$ cat src/hw/rtl/dht_pkg.sv
// ----------------------------------------------------------------------------
// dht_pkg
// Shared types, codes and the sequencer control store of the double hash table.
// ----------------------------------------------------------------------------
package dht_pkg;

    // field widths
    localparam int KIND_W    = 2;
    localparam int KEY_W     = 31;
    localparam int OUTCOME_W = 3;
    localparam int SLOT_W    = 7;
    localparam int STATUS_W  = 2;

    // default table size
    localparam int TABLE_SIZE_DEF = 127;

    typedef logic [KIND_W-1:0]    kind_t;
    typedef logic [KEY_W-1:0]     key_t;
    typedef logic [OUTCOME_W-1:0] outcome_t;
    typedef logic [SLOT_W-1:0]    slot_t;
    typedef logic [STATUS_W-1:0]  status_t;

    // operation codes
    localparam kind_t KIND_INSERT = 2'd0;
    localparam kind_t KIND_DELETE = 2'd1;
    localparam kind_t KIND_SEARCH = 2'd2;
    localparam kind_t KIND_NONE   = 2'd3;

    // result codes
    localparam outcome_t OUT_INSERTED  = 3'd0;
    localparam outcome_t OUT_FULL      = 3'd1;
    localparam outcome_t OUT_DELETED   = 3'd2;
    localparam outcome_t OUT_FOUND     = 3'd3;
    localparam outcome_t OUT_NOT_FOUND = 3'd4;

    // entry status codes
    localparam status_t ST_EMPTY   = 2'd0;
    localparam status_t ST_USED    = 2'd1;
    localparam status_t ST_DELETED = 2'd2;

    // sequencer step addresses
    typedef logic [2:0] step_t;
    localparam step_t S_CLEAR    = 3'd0;
    localparam step_t S_IDLE     = 3'd1;
    localparam step_t S_MOD      = 3'd2;
    localparam step_t S_DISPATCH = 3'd3;
    localparam step_t S_READ     = 3'd4;
    localparam step_t S_EVAL     = 3'd5;
    localparam step_t S_POST     = 3'd6;

    // branch conditions
    typedef logic [2:0] cond_t;
    localparam cond_t C_ALWAYS   = 3'd0;
    localparam cond_t C_ACCEPT   = 3'd1;
    localparam cond_t C_LAST_POS = 3'd2;
    localparam cond_t C_NO_OP    = 3'd3;
    localparam cond_t C_STOP     = 3'd4;
    localparam cond_t C_OUT_FREE = 3'd5;

    // one control word per step
    typedef struct packed {
        logic  ready;     // take a request word
        logic  clr_wr;    // write an empty entry, advance position
        logic  mod_mul;   // key times reciprocal of table size
        logic  mod_rem;   // correct the remainder, set the home position
        logic  rd_en;     // read entry at current position
        logic  eval;      // judge the entry just read
        logic  post;      // hand result to the output register
        cond_t cond;
        step_t t_true;
        step_t t_false;
    } ctrl_word_t;

    // control store
    function automatic ctrl_word_t ucode(input step_t step);
        ctrl_word_t cw;
        cw = '0;
        cw.t_true  = S_IDLE;
        cw.t_false = S_IDLE;
        case (step)
            S_CLEAR:
            begin
                cw.clr_wr  = 1'b1;
                cw.cond    = C_LAST_POS;
                cw.t_true  = S_IDLE;
                cw.t_false = S_CLEAR;
            end
            S_IDLE:
            begin
                cw.ready   = 1'b1;
                cw.cond    = C_ACCEPT;
                cw.t_true  = S_MOD;
                cw.t_false = S_IDLE;
            end
            S_MOD:
            begin
                cw.mod_mul = 1'b1;
                cw.cond    = C_ALWAYS;
                cw.t_true  = S_DISPATCH;
                cw.t_false = S_DISPATCH;
            end
            S_DISPATCH:
            begin
                cw.mod_rem = 1'b1;
                cw.cond    = C_NO_OP;
                cw.t_true  = S_POST;
                cw.t_false = S_READ;
            end
            S_READ:
            begin
                cw.rd_en   = 1'b1;
                cw.cond    = C_ALWAYS;
                cw.t_true  = S_EVAL;
                cw.t_false = S_EVAL;
            end
            S_EVAL:
            begin
                cw.eval    = 1'b1;
                cw.cond    = C_STOP;
                cw.t_true  = S_POST;
                cw.t_false = S_READ;
            end
            S_POST:
            begin
                cw.post    = 1'b1;
                cw.cond    = C_OUT_FREE;
                cw.t_true  = S_IDLE;
                cw.t_false = S_POST;
            end
            default:
            begin
                cw = '0;
                cw.t_true  = S_IDLE;
                cw.t_false = S_IDLE;
            end
        endcase
        return cw;
    endfunction

endpackage

$ cat src/hw/rtl/dht_in_if.sv
// ----------------------------------------------------------------------------
// dht_in_if
// Request channel: operation kind and key, valid/ready handshake.
// ----------------------------------------------------------------------------
interface dht_in_if;
    import dht_pkg::*;

    logic  valid;
    logic  ready;
    kind_t kind;
    key_t  key;

    modport source (output valid, output kind, output key, input ready);
    modport sink   (input valid, input kind, input key, output ready);
endinterface

$ cat src/hw/rtl/dht_out_if.sv
// ----------------------------------------------------------------------------
// dht_out_if
// Response channel: outcome and slot, valid/ready handshake.
// ----------------------------------------------------------------------------
interface dht_out_if;
    import dht_pkg::*;

    logic     valid;
    logic     ready;
    outcome_t outcome;
    slot_t    slot;

    modport source (output valid, output outcome, output slot, input ready);
    modport sink   (input valid, input outcome, input slot, output ready);
endinterface

$ cat src/hw/rtl/double_hash_table_top.sv
// ----------------------------------------------------------------------------
// double_hash_table_top
// Open-addressing hash table with double hashing, run by a small microcoded
// sequencer over one entry RAM holding status and key per slot.
// ----------------------------------------------------------------------------
//  channel | dir | fields          | meaning
//  --------+-----+-----------------+---------------------------------------
//  req     | in  | kind, key       | insert / delete / search request word
//  rsp     | out | outcome, slot   | one result word per request word
//
//  After reset a clearing pass writes every entry empty, with req.ready low
//  until it ends.
//  A request walks idle, key mod, dispatch, P probes (1..TABLE_SIZE) and
//  post; an unused kind skips the probes.
//  Key mod TABLE_SIZE takes two steps, a reciprocal multiply and a remainder
//  correction; each probe costs a RAM read plus one evaluate step because
//  the RAM read is registered.
//  The result sits in an output register; a stalled rsp holds the sequencer
//  in its post step only once a second result is ready.
// ----------------------------------------------------------------------------
module double_hash_table_top #(
    parameter int TABLE_SIZE = dht_pkg::TABLE_SIZE_DEF
) (
    input  logic      clk,
    input  logic      rst_n,
    dht_in_if.sink    req,
    dht_out_if.source rsp
);
    import dht_pkg::*;

    localparam int PW     = $clog2(TABLE_SIZE);
    localparam int RAM_W  = STATUS_W + KEY_W;
    localparam int PROD_W = KEY_W + 32;

    // floor(2^KEY_W / TABLE_SIZE), quotient estimate is low by at most one
    localparam logic [31:0] MOD_RECIP = 32'((64'd1 << KEY_W) / 64'(TABLE_SIZE));

    // sequencer
    step_t      step_reg, step_next;
    ctrl_word_t uc;
    logic       cond_hit;

    // datapath registers
    logic [PW-1:0]    pos_reg, pos_next;
    logic [PW-1:0]    n_reg, n_next;
    logic [PW:0]      quot_lo_reg, quot_lo_next;
    kind_t            kind_reg, kind_next;
    key_t             key_reg, key_next;
    outcome_t         outcome_reg, outcome_next;
    logic [PW-1:0]    slot_reg, slot_next;

    // output register
    logic     rsp_valid_reg, rsp_valid_next;
    outcome_t rsp_outcome_reg, rsp_outcome_next;
    slot_t    rsp_slot_reg, rsp_slot_next;

    // combinational helpers
    logic                accept;
    logic                out_free;
    logic [PROD_W-1:0]   mod_prod;
    logic [PW:0]         rem_raw;
    logic [PW-1:0]       mod_pos;
    logic [3:0]          probe_step;
    logic [PW:0]         probe_sum;
    logic [PW-1:0]       probe_pos;
    logic                last_pos;
    logic                lap_end;
    logic [RAM_W-1:0]    rd_data;
    status_t             rd_status;
    key_t                rd_key;
    logic                is_insert;
    logic                ins_hit;
    logic                look_empty;
    logic                look_hit;
    logic                stop;
    logic                ram_we;
    status_t             wr_status;
    logic [RAM_W-1:0]    wr_data;
    logic [PW+SLOT_W-1:0] slot_ext;

    assign uc       = ucode(step_reg);
    assign accept   = uc.ready && req.valid;
    assign out_free = !rsp_valid_reg || rsp.ready;

    // key mod table size: quotient estimate, then remainder with one correction
    assign mod_prod = PROD_W'(key_reg) * PROD_W'(MOD_RECIP);
    assign rem_raw  = key_reg[PW:0] - quot_lo_reg * (PW+1)'(TABLE_SIZE);
    assign mod_pos  = (rem_raw >= (PW+1)'(TABLE_SIZE))
                      ? PW'(rem_raw - (PW+1)'(TABLE_SIZE)) : PW'(rem_raw);

    // next position on the probe path
    assign probe_step = 4'd8 - {1'b0, key_reg[2:0]};
    assign probe_sum  = {1'b0, pos_reg} + (PW+1)'(probe_step);
    assign probe_pos  = (probe_sum >= (PW+1)'(TABLE_SIZE))
                        ? PW'(probe_sum - (PW+1)'(TABLE_SIZE)) : PW'(probe_sum);

    assign last_pos = (pos_reg == PW'(TABLE_SIZE - 1));
    assign lap_end  = (n_reg == PW'(TABLE_SIZE - 1));

    // entry judgement
    assign rd_status  = rd_data[KEY_W +: STATUS_W];
    assign rd_key     = rd_data[KEY_W-1:0];
    assign is_insert  = (kind_reg == KIND_INSERT);
    assign ins_hit    = is_insert && (rd_status != ST_USED);
    assign look_empty = !is_insert && (rd_status == ST_EMPTY);
    assign look_hit   = !is_insert && (rd_status == ST_USED) && (rd_key == key_reg);
    assign stop       = ins_hit || look_empty || look_hit || lap_end;

    // branch condition select
    always_comb
    begin
        case (uc.cond)
            C_ALWAYS:   cond_hit = 1'b1;
            C_ACCEPT:   cond_hit = req.valid;
            C_LAST_POS: cond_hit = last_pos;
            C_NO_OP:    cond_hit = (kind_reg == KIND_NONE);
            C_STOP:     cond_hit = stop;
            C_OUT_FREE: cond_hit = out_free;
            default:    cond_hit = 1'b0;
        endcase
    end

    assign step_next = cond_hit ? uc.t_true : uc.t_false;

    // datapath next values
    always_comb
    begin
        pos_next     = pos_reg;
        n_next       = n_reg;
        quot_lo_next = quot_lo_reg;
        kind_next    = kind_reg;
        key_next     = key_reg;
        outcome_next = outcome_reg;
        slot_next    = slot_reg;

        if (uc.clr_wr)
        begin
            pos_next = last_pos ? pos_reg : pos_reg + PW'(1);
        end

        if (accept)
        begin
            kind_next    = req.kind;
            key_next     = req.key;
            pos_next     = '0;
            n_next       = '0;
            outcome_next = (req.kind == KIND_INSERT) ? OUT_FULL : OUT_NOT_FOUND;
            slot_next    = '0;
        end

        if (uc.mod_mul)
        begin
            quot_lo_next = mod_prod[KEY_W +: PW+1];
        end

        if (uc.mod_rem)
        begin
            pos_next = mod_pos;
        end

        if (uc.eval)
        begin
            if (ins_hit)
            begin
                outcome_next = OUT_INSERTED;
                slot_next    = pos_reg;
            end
            else if (look_hit)
            begin
                outcome_next = (kind_reg == KIND_DELETE) ? OUT_DELETED : OUT_FOUND;
                slot_next    = pos_reg;
            end
            else if (!stop)
            begin
                pos_next = probe_pos;
                n_next   = n_reg + PW'(1);
            end
        end
    end

    // entry RAM write
    assign ram_we    = uc.clr_wr
                       || (uc.eval && (ins_hit || (look_hit && (kind_reg == KIND_DELETE))));
    assign wr_status = uc.clr_wr ? ST_EMPTY : (is_insert ? ST_USED : ST_DELETED);
    assign wr_data   = {wr_status, uc.clr_wr ? key_t'(0) : key_reg};

    dht_ram #(
        .WIDTH (RAM_W),
        .DEPTH (TABLE_SIZE)
    ) u_entry_ram (
        .clk   (clk),
        .we    (ram_we),
        .waddr (pos_reg),
        .wdata (wr_data),
        .re    (uc.rd_en),
        .raddr (pos_reg),
        .rdata (rd_data)
    );

    // output register
    assign slot_ext = {{SLOT_W{1'b0}}, slot_reg};

    always_comb
    begin
        rsp_valid_next   = rsp_valid_reg;
        rsp_outcome_next = rsp_outcome_reg;
        rsp_slot_next    = rsp_slot_reg;
        if (rsp_valid_reg && rsp.ready)
        begin
            rsp_valid_next = 1'b0;
        end
        if (uc.post && out_free)
        begin
            rsp_valid_next   = 1'b1;
            rsp_outcome_next = outcome_reg;
            rsp_slot_next    = slot_ext[SLOT_W-1:0];
        end
    end

    // control state
    always_ff @(posedge clk or negedge rst_n)
    begin
        if (!rst_n)
        begin
            step_reg      <= S_CLEAR;
            pos_reg       <= '0;
            rsp_valid_reg <= 1'b0;
        end
        else
        begin
            step_reg      <= step_next;
            pos_reg       <= pos_next;
            rsp_valid_reg <= rsp_valid_next;
        end
    end

    // payload registers
    always_ff @(posedge clk)
    begin
        n_reg           <= n_next;
        quot_lo_reg     <= quot_lo_next;
        kind_reg        <= kind_next;
        key_reg         <= key_next;
        outcome_reg     <= outcome_next;
        slot_reg        <= slot_next;
        rsp_outcome_reg <= rsp_outcome_next;
        rsp_slot_reg    <= rsp_slot_next;
    end

    assign req.ready   = uc.ready;
    assign rsp.valid   = rsp_valid_reg;
    assign rsp.outcome = rsp_outcome_reg;
    assign rsp.slot    = rsp_slot_reg;

endmodule

$ cat src/hw/rtl/dht_ram.sv
// ----------------------------------------------------------------------------
// dht_ram
// Generic simple dual-port RAM, one write and one registered read per cycle.
// ----------------------------------------------------------------------------
module dht_ram #(
    parameter int WIDTH = 8,
    parameter int DEPTH = 16
) (
    input  logic                     clk,
    input  logic                     we,
    input  logic [$clog2(DEPTH)-1:0] waddr,
    input  logic [WIDTH-1:0]         wdata,
    input  logic                     re,
    input  logic [$clog2(DEPTH)-1:0] raddr,
    output logic [WIDTH-1:0]         rdata
);

    logic [WIDTH-1:0] mem [DEPTH];
    logic [WIDTH-1:0] rdata_reg;

    // write port
    always_ff @(posedge clk)
    begin
        if (we)
        begin
            mem[waddr] <= wdata;
        end
    end

    // registered read port
    always_ff @(posedge clk)
    begin
        if (re)
        begin
            rdata_reg <= mem[raddr];
        end
    end

    assign rdata = rdata_reg;

endmodule

$ cat src/flat_wrapper.sv
// flat-port wrapper written by rule: the top's interface ports become plain ports
module double_hash_table_top_flat import dht_pkg::*;
#(
    parameter int TABLE_SIZE = dht_pkg::TABLE_SIZE_DEF
)
  (clk, rst_n, req_valid, req_kind, req_key, req_ready, rsp_valid, rsp_outcome, rsp_slot, rsp_ready);
  dht_in_if req_i ();
  dht_out_if rsp_i ();
  input  logic clk;
  input  logic rst_n;
  input wire logic [$bits(req_i.valid)-1:0] req_valid;
  input wire logic [$bits(req_i.kind)-1:0] req_kind;
  input wire logic [$bits(req_i.key)-1:0] req_key;
  output wire logic [$bits(req_i.ready)-1:0] req_ready;
  output wire logic [$bits(rsp_i.valid)-1:0] rsp_valid;
  output wire logic [$bits(rsp_i.outcome)-1:0] rsp_outcome;
  output wire logic [$bits(rsp_i.slot)-1:0] rsp_slot;
  input wire logic [$bits(rsp_i.ready)-1:0] rsp_ready;
  assign req_i.valid = req_valid;
  assign req_i.kind = req_kind;
  assign req_i.key = req_key;
  assign req_ready = req_i.ready;
  assign rsp_valid = rsp_i.valid;
  assign rsp_outcome = rsp_i.outcome;
  assign rsp_slot = rsp_i.slot;
  assign rsp_i.ready = rsp_ready;
  double_hash_table_top #(.TABLE_SIZE(TABLE_SIZE)) u_core (.clk(clk), .rst_n(rst_n), .req(req_i), .rsp(rsp_i));
endmodule
$ cat config.mk
export PLATFORM = sky130hd
export DESIGN_NAME = double_hash_table_top_flat
export DESIGN_NICKNAME = d
export VERILOG_FILES = /design/src/hw/rtl/dht_pkg.sv /design/src/hw/rtl/dht_in_if.sv /design/src/hw/rtl/dht_out_if.sv /design/src/hw/rtl/double_hash_table_top.sv /design/src/hw/rtl/dht_ram.sv /design/src/flat_wrapper.sv
export SDC_FILE = /design/constraint.sdc
export NUM_CORES = 2
export LEC_CHECK = 0
export ABC_CLOCK_PERIOD_IN_PS = 8850
export BUFFER_PORTS_ARGS = -buffer_cell sky130_fd_sc_hd__clkbuf_2
export CAP_MARGIN = 10
export CORE_ASPECT_RATIO = 1.4
export CORE_UTILIZATION = 55
export CTS_CLUSTER_SIZE = 28
export DETAILED_ROUTE_END_ITERATION = 12
export GPL_TIMING_DRIVEN = 0
export PLACE_DENSITY_LB_ADDON = 0.2
export SYNTH_ARGS = -nofsm -noshare
export SYNTH_HDL_FRONTEND = slang
export SYNTH_HIERARCHICAL = 1
export SYNTH_MEMORY_MAX_BITS = 65536
export SYNTH_SLANG_ARGS = --single-unit
$ cat constraint.sdc
create_clock -name clk -period 8.85 [get_ports clk]
set_input_delay 0.4425 -clock clk [delete_from_list [all_inputs] [get_ports clk]]
set_output_delay 0.4425 -clock clk [all_outputs]
set_load 0.1 [all_outputs]
## Yosys cells after proc, flatten, opt, wreduce, memory -nomap -nowiden

Memories as Yosys holds them, arrays and structs flattened. A register that Yosys moved wholly into a read port is not among the register bits.
Cells that the tools add are included.

| cells by class | value |
|---|---|
| equal/unequal tests | 18 |
| multipliers | 2 |
| magnitude comparators | 2 |
| add/subtract/negate cells | 7 |
| multiplexer cells | 42 |
| reductions and logical operators | 23 |

Operator list:

| operator | count |
|---|---|
| 2-to-1 mux 7 bit | 19 |
| one-hot mux 9 bit (7 select lines) | 1 |
| multiplier 31 x 22 -> 36 bit (second input constant) | 1 |
| == test 31 bit | 1 |
| 2-to-1 mux 31 bit | 1 |
| 2-to-1 mux 3 bit | 6 |
| greater-or-equal comparator 8 x 7 -> 1 bit (second input constant) | 2 |
| == test 3 bit (second input constant) | 5 |
| adder 7 x 1 -> 7 bit (second input constant) | 2 |
| == test 7 bit (second input constant) | 2 |
| subtractor 7 bit (second input constant) | 2 |
| == test 3 x 2 -> 1 bit (second input constant) | 4 |
| 2-to-1 mux 1 bit | 12 |
| logical AND 1 bit | 9 |
| adder 7 x 4 -> 8 bit | 1 |
| multiplier 8 x 7 -> 8 bit (second input constant) | 1 |
| subtractor 8 bit | 1 |
| == test 3 x 1 -> 1 bit (second input constant) | 2 |
| logical NOT 2 bit | 3 |
| logical NOT 3 bit | 2 |
| logical OR 1 bit | 6 |
| one-hot mux 1 bit (6 select lines) | 1 |
| == test 2 x 1 -> 1 bit (second input constant) | 2 |
| 2-to-1 mux 2 bit | 2 |
| 5 further kinds | 6 |

| word-level totals | value |
|---|---|
| bits in registers | 79 |
| RAM bits | 4,191 |
| word-level logic and storage cells | 106 |
| output and inout port bits | 12 |
| memories | 1 |

Memories:

| name | depth | width | read ports | clocked after Yosys merged registers in | write ports | line | text |
|---|---|---|---|---|---|---|---|
| u_core.u_entry_ram.mem | 127 | 33 | 1 | 1 | 1 | dht_ram.sv:18 | `logic [WIDTH-1:0] mem [DEPTH];` |

## Longest topological paths before layout

| logic depth | value |
|---|---|
| word-level depth | 10 |
| gate-level depth with buffers | 18 |
| mapped depth without buffers | 18 |

## Cells and area by module

The synthesis kept the hierarchy.

By module, submodules not included:

| module | times used | area an instance (um^2) | seq. area each (um^2) | cells each |
|---|---|---|---|---|
| dht_ram | 1 | 161,120.8 | 126,841.7 | 6,900 |
| double_hash_table_top | 1 | 7,442.1 | 2,147.1 | 762 |

## Worst setup path after synthesis

OpenSTA, ideal clock, no wires.

| path | value |
|---|---|
| path type | register to register |
| from | register u_core.kind_reg[1] |
| to | memory u_core/u_entry_ram/mem[0][31] (netlist bit) (data pin) |
| stages on the path, launching flop included | 2 |
| period minus slack after synthesis | 6.425 ns |
| path buffers | 0 |
| slack | 2.425 ns |
| data arrival time | 5.280 ns |
| path through | edfxtp_1 > nor3_1 |

| between the ends | value |
|---|---|
| word-level cells in the longest chain between the ends | 3 |

Ends and longest elaborated chain:

| element | line | text |
|---|---|---|
| from (decl) | double_hash_table_top.sv:47 | `kind_t kind_reg, kind_next;` |
| from (signal assigned) | double_hash_table_top.sv:242 | `kind_reg <= kind_next;` |
| logical NOT 2 bit | double_hash_table_top.sv:103 | `assign is_insert = (kind_reg == KIND_INSERT);` |
| 2-to-1 mux 2 bit (2 in series) | double_hash_table_top.sv:184 | `assign wr_status = uc.clr_wr ? ST_EMPTY : (is_insert ? ST_USED : ST_DELETED);` |
| net u_core.wr_data[31] | double_hash_table_top.sv:78 | `logic [RAM_W-1:0] wr_data;` |
| to (decl) | dht_ram.sv:18 |  |

The timed path passes the listed nets, and every way through them passes these cells.

## Worst setup path after layout

| path | value |
|---|---|
| from | register u_core.key_reg[7] |
| to | memory u_core/u_entry_ram/mem[37][12] (netlist bit), enable pin |

| between the ends | value |
|---|---|
| word-level cells in the longest chain between the ends | 8 |

Ends and longest elaborated chain:

| element | line | text |
|---|---|---|
| from (decl) | double_hash_table_top.sv:48 | `key_t key_reg, key_next;` |
| from (signal assigned) | double_hash_table_top.sv:243 | `key_reg <= key_next;` |
| == test 31 bit | double_hash_table_top.sv:106 | `assign look_hit = !is_insert && (rd_status == ST_USED) && (rd_key == key_reg);` |
| logical AND 1 bit | double_hash_table_top.sv:106 |  |
| logical AND 1 bit | double_hash_table_top.sv:183 | `\|\| (uc.eval && (ins_hit \|\| (look_hit && (kind_reg == KIND_DELETE))));` |
| logical OR 1 bit | double_hash_table_top.sv:183 |  |
| logical AND 1 bit | double_hash_table_top.sv:183 |  |
| logical OR 1 bit | double_hash_table_top.sv:183 |  |
| net u_core.ram_we | double_hash_table_top.sv:76 | `logic ram_we;` |
| 2-to-1 mux 1 bit | dht_ram.sv:24 | `if (we)` |
| 2-to-1 mux 1 bit (implied by the code) | dht_ram.sv:26 | `mem[waddr] <= wdata;` |

The timed path passes the listed nets, and every way through them passes these cells.

==> reports/metrics.csv <==
stage,metric,value,unit
outcome,status,"complete, but fails checks",
outcome,failing checks,"max-capacitance violations, max-slew violations",
placement,pre-CTS setup slack,2700,ps
sta,Worst-Margin Slew,1690,ps
clock_tree,Resized Gates After CTS,0,
yosys,fraction of registers with async set/reset,0.256,%
die,die area,309000,um^2
grt,number of global-route vias before repair,86159,
sta,Setup TNS,0,ps
pwr,peak supply drop,0.763,mV
routing,Routed Wire Length,505000,um
clock_tree,clk sinks,4303,
final_layout,Largest register FFs,4191,
sta,Max Slew Vio Count,11,
yosys,YS warnings,6,
sta,Rel. slew slack,-13.0,%
sta,final setup margin,2360,ps
grt,first-pass GRT wire length,689000,um
yosys,sequential area share after synthesis,76.5,%
routing,router iterations before antenna repair,9,
die,I/O pins,49,
routing,post-route ant nets,0,
sta,Final Hold Violating Endpoints,0,
yosys,ys flop type,edfxtp_1,
sta,fmax,154,MHz
worst_setup_path,FF-to-FF End,u_core/u_entry_ram/mem[37][12],
final_layout,final core utilization,63.3,%
die,die height,657,um
grt,total track usage,32.7,%
worst_setup_path,worst r2r path cells,12,
grt,"Remaining Overflow, GRT",0,
final_layout,Area Growth Syn to Fin,14.6,%
worst_setup_path,Worst setup SP type,register,
routing,met3 wire length,50300,um
grt,antenna violations before repair,25,
sta,worst clock skew,52.6,ps
die,FP Rows,240,
final_layout,Nets,8615,
final_layout,fillers,20171,
routing,WL met2,247000,um
worst_setup_path,Worst setup EP type,register,
placement,gpl congestion,0.990,
worst_setup_path,Max Fanout on Critical Path,19,
yosys,Post-Syn Area,169000,um^2
yosys,Syn Inst Count,7662,
worst_hold_path,Hold WC Path Type,in2reg,
yosys,Mean Syn Cell Area,22.0,um^2
yosys,"flops & latches, synth",4303,
sta,final setup fails,0,
worst_setup_path,crit path to,u_core/u_entry_ram/mem[37][12],
pwr,power per cell area,352,nW/um^2
final_layout,layout cell share with drive strength beyond 1,27.5,%
die,CORE AREA,305000,um^2
routing,initial DRC count,12348,
worst_setup_path,WS Path Type,reg2reg,
clock_tree,worst-case clock buffer depth,4,
clock_tree,CTS tree,yes,
placement,port buffer count,48,
routing,Top Layer Used,met5,
routing,drt via density,6.81,
clock_tree,post-CTS setup buffer count,0,
yosys,Post-synth EDFFs,4275,
yosys,Synth cell types,80,
worst_setup_path,worst r2r src,u_core/key_reg[7],
flow_run,Max-Cap Viols,1,
clock_tree,number of hold buffers added after cts,37,
routing,drt wl/cell,39.7,um
routing,drc violations,0,
routing,met1 wire length,167000,um
worst_setup_path,Worst Setup SP,u_core/key_reg[7],
pwr,leakage,0.0614,uW
clock_tree,clk_lat worst skew,940,ps
worst_setup_path,arrival time worst endpoint,7120,ps
clock_tree,clock buffer count from CTS,392,
sta,Final period util,73.3,%
sta,post-route minimum period,6490,ps
routing,total number of vias,86755,
clock_tree,H-tree depth,5,
clock_tree,root buffer cell,clkbuf_16,
yosys,syn nets,7864,
grt,largest net degree at the start of global routing,112,
sta,RSZ-0062 raised after global routing,false,
die,initial core utilization,55.2,%
die,Die X,470,um
worst_setup_path,CP required,9480,ps
clock_tree,clock-pin transition on the worst setup and hold timing paths,60,ps
placement,post-DP HPWL,349000,um
worst_setup_path,FF-to-FF setup slack,2360,ps
[worst min-delay path by stage]
stage | depth (start not counted) | from | endpoint
after floorplan | 0 | rst_n | u_core/pos_reg[0]
after global placement | 1 | rst_n | u_core/rsp.valid
after detailed placement | 1 | rst_n | u_core/rsp.valid
after CTS | 2 | req_key[9] | u_core/key_reg[9]
after global routing | 2 | req_key[10] | u_core/key_reg[10]
final | 2 | req_key[10] | u_core/key_reg[10]
[worst max-delay path: stages, from the launching register on]
cell	delay, ps
edfxtp_1	620
xor2_1	250
nor4_1	320
nand3_1	130
nor4_2	420
nand2b_1	200
o21ai_0	1240
clkbuf_1	420
nor2b_1	340
nand3_1	360
clkbuf_2	630
nor2_4	880
buf_12	280
[metal layers]
metal / track usage [%] / vias to the layer above
li1: - / 33724
met1: 39.9 / 45897
met2: 53.5 / 5789
met3: 6.61 / 1337
met4: 21.6 / 8
met5: 0 / -
[per-stage QoR]
stage | cells | instance area [um^2] | power [uW] | hold WS, ps
after global placement | 11703 | 174000 | 50300 | 333
after floorplan | 7662 | 169000 | 40600 | 147
after global routing | 12719 | 193000 | 69600 | 206
after CTS | 12708 | 193000 | 67800 | 193
final | 12734 | 193000 | 68100 | 231
after detailed placement | 11965 | 180000 | 50900 | 336
[where the power goes]
part / switching (uW) / internal, uW / leakage [uW]
clock network: 7450 / 9620 / 0.00620
registers: 334 / 25200 / 0.0391
logic: 16600 / 8850 / 0.0162
total: 24400 / 43700 / 0.0614
[cell families after synthesis]
logic type | share of synthesized area (%)
flops | 76.5
mux | 16.0
simple gates | 1.93
compound gates | 2.25
buf+inv | 1.51
fa+ha+maj | 1.41
xor+xnor | 0.384
[synthesized netlist by cell type, drive strengths merged, types with 3 or more instances]
library cell	n	area share [%]
edfxtp	4275	76
nand2b	17	0.063
buf	241	0.86
fa	41	0.49
nand2	347	0.77
and2	22	0.082
o31ai	3	0.013
o221ai	4	0.021
dfrtp	11	0.16
nor2	173	0.39
a21o	5	0.022
and3	5	0.019
nand4	18	0.067
a311oi	3	0.016
xnor2	45	0.24
o22ai	58	0.22
inv	130	0.29
a21boi	4	0.018
o21ai	74	0.22
a31oi	46	0.17
a2111oi	4	0.021
ha	124	0.92
o311ai	3	0.016
mux4	1105	15
nor4	9	0.037
a222oi	4	0.024
a32oi	84	0.44
nor3	24	0.084
o211ai	34	0.15
o21a	5	0.022
or3	5	0.019
dfxtp	17	0.20
nand3b	3	0.013
and4	3	0.016
xor2	28	0.15
mux2i	184	1.1
clkbuf	162	0.36
nor2b	48	0.18
a21oi	60	0.18
mux2	20	0.13
a211oi	87	0.39
a22oi	48	0.21
nand3	55	0.17
[cells in the final DEF, fill, tap and decap left out, drive strengths merged, types with 42 or more instances in the layout]
master and n:
edfxtp 4275, mux4 1105, clkbuf 696, buf 511, nand2 347, mux2i 184, nor2 173, clkinv 151
inv 141, ha 124, a211oi 87, a32oi 84, o21ai 74, a21oi 60, o22ai 58, nand3 55
nor2b 48, a22oi 48, a31oi 46, xnor2 45, bufinv 42
[final cells by class]
| cell class | instances | area, um^2 | share of cell area (%) |
|---|---|---|---|
| inverters | 131 | 492 | 0.255 |
| clock buffers | 484 | 10400 | 5.40 |
| flip-flops and latches | 4303 | 129000 | 66.8 |
| plain buffers | 403 | 2070 | 1.07 |
| diodes | 16 | 40.0 | 0.0207 |
| clock inverters | 222 | 2300 | 1.19 |
| repair buffers | 357 | 5720 | 2.96 |
| well taps | 3993 | 5000 | 2.59 |
| multi-input cells | 2825 | 38200 | 19.8 |
Power figures use the tool's default switching activity.
